[config.mk]
export PLATFORM = sky130hd
export DESIGN_NAME = cmc_ram
export DESIGN_NICKNAME = d
export VERILOG_FILES = /design/src/rtl/core/cmc_ram.sv
export SDC_FILE = /design/constraint.sdc
export NUM_CORES = 1
export LEC_CHECK = 0
export ABC_AREA = 0
export BUFFER_PORTS_ARGS = -buffer_cell sky130_fd_sc_hd__buf_2
export CAP_MARGIN = 40
export CELL_PAD_IN_SITES_DETAIL_PLACEMENT = 1
export CELL_PAD_IN_SITES_GLOBAL_PLACEMENT = 1
export CORE_AREA = 3 3 287 289
export CTS_CLUSTER_SIZE = 24
export DETAILED_ROUTE_END_ITERATION = 8
export DIE_AREA = 0 0 290 292
export PLACE_DENSITY = 0.78
export SLEW_MARGIN = 20
export SYNTH_ARGS = -nofsm -noshare
export SYNTH_HDL_FRONTEND = slang
export SYNTH_SLANG_ARGS = --single-unit
[constraint.sdc]
create_clock -name i_clk -period 2.7 [get_ports i_clk]
set_input_delay 0.27 -clock i_clk [delete_from_list [all_inputs] [get_ports i_clk]]
set_output_delay 0.27 -clock i_clk [all_outputs]
set_load 0.01 [all_outputs]
[src/rtl/core/cmc_ram.sv]
`timescale 1ns / 1ps

module cmc_ram #(
    parameter int WIDTH = 16,
    parameter int DEPTH = 64
) (
    input  logic                     i_clk,
    input  logic                     i_we,
    input  logic [$clog2(DEPTH)-1:0] i_waddr,
    input  logic [WIDTH-1:0]         i_wdata,
    input  logic [$clog2(DEPTH)-1:0] i_raddr,
    output logic [WIDTH-1:0]         o_rdata
);
    logic [WIDTH-1:0] r_mem [DEPTH];
    logic [WIDTH-1:0] r_rdata;

    always_ff @(posedge i_clk) begin
        if (i_we) begin
            r_mem[i_waddr] <= i_wdata;
        end
        r_rdata <= r_mem[i_raddr];
    end

    assign o_rdata = r_rdata;
endmodule

==> Word level (Yosys, flattened, before mapping) <==
Memory sizes are Yosys's and may differ from the RTL's. A register that Yosys moved wholly into a read port is not among the register bits.
Index checks and enable logic that the tools add are counted.
{ "totals": {"register_bits": 0, "ramBits": 1024, "in_bits": 30, "elab_cells": 3, "memories": 1} }
{ "mem_list": {"columns": ["memory", "words", "width", "rd", "rd_ports_with_merged_regs", "wr", "line_no", "source"], "rows": [
  ["r_mem", 64, 16, 1, 1, 1, "14", "logic [WIDTH-1:0] r_mem [DEPTH];"]
]} }
{ "op_classes": {"mux": 2} }
{ "ops": {"columns": ["op", "count"], "rows": [
  ["$mux W1", 2]
]} }

==> Logic depth before layout (Yosys ltp) <==
Gate-level depths: netlist of run 1.
{ "depth": {"word_depth": 2, "ltp_mapped": 10, "ltp_nobuf": 5} }

==> Worst setup path after synthesis of run 1 <==
OpenSTA, ideal clock, no wires.
{ "synth_path": {"path_kind": "input -> register", "from": "in i_waddr[3]", "to": "mem r_mem[48][0], enable pin", "setup_ns": 0.409, "arrival_ns": 1.896, "slack_ns": 0.395, "cell_stages": 4, "path_cell_list": "clkbuf_1 -> nor2b_1 -> nand4b_1 -> nor3_1"} }
{ "synth_lines": {"columns": ["item", "line_no", "source"], "rows": [
  ["start, declared", "9", "input logic [$clog2(DEPTH)-1:0] i_waddr,"],
  ["end, declared", "14", null]
]} }
Straight into the memory's write port.

==> impl_metrics.json, run 1 <==
{
  "rows": 104,
  "timing.final.crit_period_ns": 2.125,
  "cellLeakagePower_nw": 14.73,
  "nets": 2101,
  "grt_pass1_vias": 21702,
  "viasPerCell": 6.378,
  "areaGrowthSynthToFinish_pct": 14.25,
  "whs_path_depth": 2,
  "cp.required_ns": 3.24,
  "num_vias": 20486,
  "fin_setup_tns_ns": 0,
  "pwr_density_cell_nw_per_um2": 722.2,
  "io_pins": 46,
  "firstDrtPassIters": 5,
  "cp-end-kind": "register",
  "synth.distinct_cells": 43,
  "worst_ep_arrival_time_ns": 2.67,
  "yosysWarnings": 0,
  "ys_ff_latch": 1040,
  "crit_type": "register to register",
  "rsz0062_at_grt": "no",
  "grt-ovfl-total": 0,
  "max_freq_mhz": 470.5,
  "cp-start-kind": "register",
  "clk_pin_slew_ns": 0.06,
  "status": "finished, final reports clean",
  "antenna_left": 0,
  "slew_violations": 0,
  "r2r_cells": 5,
  "routed_wl_um": 108800,
  "first_iter_violations": 2672,
  "tritoncts": "yes",
  "setup_viol": 0,
  "regArea_um2": 31070,
  "clock_latency_ns": 0.68,
  "hold_viol": 0,
  "core_area_um2": 80160,
  "fin_ws_ns": 0.5746,
  "dieWidth_um": 290,
  "antenna_found_initial": 10,
  "finalCritPeriodShare": 0.7872,
  "cts-root-buf": "clkbuf_16",
  "grt_pass1_wl_um": 158100,
  "nFillCells": 6851,
  "gp_congestion": 0.8347,
  "postCtsSetupBuffers": 0,
  "syn_area_um2": 40040,
  "pre_cts_ws_ns": 0.03352,
  "layout-drive-gt1-share": 0.2904,
  "cts_made_buffers": 102,
  "critPathMaxFanout": 1,
  "power.total_mw": 33.04,
  "fin_worst_skew_ns": 0.03442,
  "drc_errors": 0,
  "worst_pin_slew_ns": 0.8745,
  "die_y_um": 292,
  "die-area_um2": 84680,
  "slew_headroom": 0.4170,
  "port_buffers": 45,
  "min_path_type": "input pin to register",
  "seq_area_frac_synth": 0.7759,
  "syn_area_per_cell_um2": 21.89,
  "cts_sinks": 1040,
  "multi_input_area_um2": 8249,
  "syn_nets": 1859,
  "post-dp-hpwl_um": 66930,
  "drv_cap": 0,
  "synthesis.instances": 1829,
  "antennaDiodeCount": 0,
  "start_util": 0.4995,
  "cts_htree_levels": 3,
  "cts.path.max_buffers": 3,
  "peakVddDrop_mv": 0.5120,
  "grt_max_degree": 65,
  "wl_per_cell_um": 33.88,
  "grt_usage": 0.2587
}
-- timing repair --
action | CTS | global route
resized for setup | 0 | 0
hold buffers | 2 | 0
hold endpoints to repair | 17 | 0
endpoints found under the setup margin | 0 | 0
-- registers in the layout, summed over array words and instances (netlist names) --
| name | flops |
|---|---|
| o_rdata | 16 |
| r_mem | 1024 |
-- cells by family (layout without fill, tap and decap cells) --
| logic type | Yosys count | count (layout) | share of synthesized area |
|---|---|---|---|
| buf+inv | 104 | 427 | 0.01831 |
| flops | 1040 | 1040 | 0.7759 |
| mux | 336 | 336 | 0.1552 |
| simple gates | 220 | 220 | 0.02647 |
| compound gates | 129 | 129 | 0.02409 |
-- cell usage after synthesis (all sizes together) --
library cell	number	area (µm²)
nand2b	3	18.77
nor4	3	37.54
and4	5	43.79
edfxtp	1024	30750
a21oi	17	85.08
nand3	24	120.1
a221oi	16	140.1
dfxtp	16	320.3
nor2	74	282.8
mux2	27	304.0
nor3	2	10.01
a22o	6	52.55
a311oi	8	70.07
a22oi	39	292.8
nand4b	1	8.760
nor2b	30	187.7
nand2	60	232.7
and2	2	12.51
clkbuf	27	107.6
or3	1	6.260
nand3b	2	15.01
a31oi	8	50.05
a221o	6	60.06
nand4	12	75.07
a41oi	5	43.79
a211o	8	70.07
mux4	224	5060
or3b	1	8.760
buf	77	625.6
o21ai	8	40.03
a211oi	8	60.06
mux2i	85	850.8
-- worst max-delay path, cell delays in order (launching register included) --
cell and delay [ns]:
edfxtp_1 0.37, mux4_2 0.52, mux2i_1 0.41, nand3_1 0.19, a31oi_1 0.41, a311oi_1 0.10
-- placed cells by master (no fill, tap or decap), types with 12 or more instances in the layout --
cell,count
mux4_2,220
buf_12,23
mux2_2,27
a22oi_1,39
edfxtp_1,1024
clkinv_1,29
nand2_1,59
mux2i_1,85
nor2b_1,30
buf_4,170
buf_2,42
clkbuf_1,27
nor2_1,72
clkinv_2,14
a221oi_1,16
a21oi_1,17
nand4_1,12
dfxtp_1,16
clkbuf_16,102
nand3_1,24
-- per-stage QoR --
step	instance area [µm²]	std cells	utilization	hold slack, ns
finish	45750	3212	0.5708	0.03017
global route	45750	3212	0.5708	0.03127
CTS	45720	3211	0.5704	0.09549
detailed placement	42660	3024	0.5322	0.6584
global placement	42610	3022	0.5316	0.6337
floorplan	40040	1829	-	0.3689
-- routing by layer --
metal  GRT usage  part of all wire  up-vias
li1            -                 -     8166
met1      0.3546              0.38    10921
met2      0.4176              0.49     1174
met3     0.05050             0.091      217
met4     0.09725             0.038        8
met5           0           0.00042        -
-- report_power, final --
part	total, mW	internal [mW]	switching, mW
logic	1.87	0.716	1.16
clock network	13.2	7.24	5.97
registers	17.9	17.9	0.0775
total	33.0	25.8	7.21
-- cell type report --
class / instances / area share
sequential: 1040 / 0.6791
multi-input combinational: 685 / 0.1803
clock buffer: 129 / 0.05801
timing repair buffer: 242 / 0.04507
tap: 1060 / 0.02899
clock inverter: 56 / 0.008505
-- path summary, 6_finish.rpt --
kind                                    start            end  slack [ns]
worst max-delay path            r_mem[31][11]    o_rdata[11]        0.57
worst min-delay path              i_wdata[15]  r_mem[22][15]        0.03
worst max register to register  r_mem[31][11]    o_rdata[11]        0.57
worst min register to register  r_mem[49][14]    o_rdata[14]        0.95
Power figures use the tool's default switching activity.
==> inputs of run 2 (changes only) <==
Settings changed: PLACE_DENSITY 0.78 to 0.8.
Clock period 2.7 ns to 1.8 ns, I/O delays scaled along.
==> impl_metrics.json, run 2 (synthesized netlist as in run 1, its figures left out) <==
{
  "met2_length_um": 56860,
  "timing.final.crit_period_ns": 1.986,
  "grt_pass1_vias": 22226,
  "grt_pass1_wl_um": 161300,
  "cp.required_ns": 2.34,
  "layout-drive-gt1-share": 0.3494,
  "cp-end-kind": "register",
  "slew_headroom": 0.4136,
  "nets": 2182,
  "antenna_found_initial": 10,
  "p_sw_mw": 11.07,
  "wl_per_cell_um": 33.90,
  "critPathMaxFanout": 1,
  "grt-ovfl-total": 0,
  "final_cell_mix": "edfxtp_1 (1024), mux4_2 (220), buf_4 (190)",
  "status": "finished with violations",
  "largest_reg_flops": 1024,
  "first_iter_violations": 2456,
  "max_freq_mhz": 503.5,
  "drc_errors": 0,
  "nFillCells": 6782,
  "hold_viol": 0,
  "fin_worst_skew_ns": 0.02813,
  "power_frac_comb": 0.060,
  "met3_length_um": 9449,
  "areaGrowthSynthToFinish_pct": 18.92,
  "drv_cap": 0,
  "violations": "setup timing",
  "cts-root-buf": "clkbuf_16",
  "start_util": 0.4995,
  "whs_ns": 0.04711,
  "cts.path.max_buffers": 3,
  "mostFrequentLayoutCell": "edfxtp_1",
  "grt_max_degree": 65,
  "p_int_mw": 40.24,
  "cts_htree_levels": 3,
  "regMostFlops": "r_mem",
  "post-dp-hpwl_um": 67410,
  "clkPwrFrac": 0.415,
  "worst_ep_arrival_time_ns": 2.52,
  "place_inst": 3103,
  "topRoutingLayerUsed": "met5",
  "antenna_left": 0,
  "rows": 104,
  "finalCritPeriodShare": 1.103,
  "dieWidth_um": 290,
  "clock_latency_ns": 0.67,
  "core_area_um2": 80160,
  "swShare": 0.2157,
  "pwr_density_cell_nw_per_um2": 1077,
  "viasPerCell": 6.342,
  "clk_pin_slew_ns": 0.06,
  "firstDrtPassIters": 5,
  "setup_viol": 10,
  "cts_made_buffers": 102,
  "tritoncts": "yes",
  "final_cell_area_um2": 47620,
  "slew_violations": 0,
  "port_buffers": 45,
  "num_vias": 20949,
  "gp_congestion": 0.8861,
  "fin_setup_tns_ns": -0.9974,
  "crit_type": "register to register",
  "fin_util": 0.5941,
  "drt-met1-wl_um": 41040,
  "cellLeakagePower_nw": 15.47,
  "rsz0062_at_grt": "yes",
  "peakVddDrop_mv": 0.8886,
  "stdcell_count": 3303,
  "postCtsSetupBuffers": 0,
  "worst_pin_slew_ns": 0.8796,
  "grt_usage": 0.2633,
  "share_seq_of_total_power": 0.524,
  "fin_ws_ns": -0.1861,
  "place_area_um2": 44030,
  "die-area_um2": 84680,
  "min_path_type": "input pin to register",
  "io_pins": 46,
  "cp-start-kind": "register",
  "routed_wl_um": 112000,
  "cts_sinks": 1040,
  "die_y_um": 292
}
-- run 2: cell count changes in the layout (fill, tap and decap cells not counted), moves of 5 or more --
cell / previous run / this run
a22oi_1: 39 / 34
a22oi_2: 0 / 5
buf_12: 23 / 82
buf_4: 170 / 190
clkbuf_8: 1 / 14
clkinv_1: 29 / 11
clkinv_2: 14 / 23
diode_2: 0 / 5
mux2i_1: 85 / 76
mux2i_2: 0 / 7
nor2_1: 72 / 48
nor2_2: 2 / 25
-- run 2: path summary, 6_finish.rpt --
kind | start | endpoint | slack (ns) | cells after the start
hold / removal | i_wdata[15] | r_mem[43][15] | 0.05 | 2
setup reg to reg | r_mem[22][9] | o_rdata[9] | -0.19 | 6
hold reg to reg | r_mem[32][13] | o_rdata[13] | 0.94 | 3
setup / recovery | r_mem[22][9] | o_rdata[9] | -0.19 | 6
-- run 2: routing by layer --
metal,GRT usage,vias to the layer above
met4,0.1006,4
li1,-,8349
met3,0.05491,256
met5,0,-
met1,0.3386,11120
met2,0.4453,1220
-- run 2: timing repair --
action	CTS	global route
endpoints found under the setup margin	12	14
endpoints found under the hold margin	20	18
hold buffers	1	2
gates resized for setup	22	17
pin swaps	12	11
-- run 2: area by class of cell --
type	instances	area [µm²]	share of cell area
clock buffers	146	2933	0.06159
multi-input cells	685	8484	0.1782
clock inverters	44	379.1	0.007961
diodes	5	12.51	0.0002628
well taps	1060	1326	0.02785
flip-flops and latches	1040	31070	0.6525
repair buffers	323	3415	0.07170
-- run 2: power groups by stage --
stage          registers [mW]  logic, mW  clock network, mW
6_report                 26.9       3.10               21.3
5_1_grt                  26.9       3.25               22.4
4_1_cts                  26.9       3.04               21.5
3_5_place_dp             27.4       2.94                  0
3_3_place_gp             27.4       2.78                  0
2_1_floorplan            27.4       1.40                  0
-- run 2: critical path, stage by stage (launching register included) --
cell and delay, ns:
edfxtp_1 0.39, mux4_2 0.49, mux2i_2 0.24, a22oi_1 0.22, a31oi_1 0.27, buf_4 0.21, a311oi_1 0.06
-- run 2: stage by stage --
step / power [mW] / setup slack (ns)
3_5_place_dp: 30.36 / -0.5790
2_1_floorplan: 28.78 / -0.3378
6_report: 51.31 / -0.1861
5_1_grt: 52.60 / -0.2511
4_1_cts: 51.45 / -0.1494
3_3_place_gp: 30.17 / -0.5285
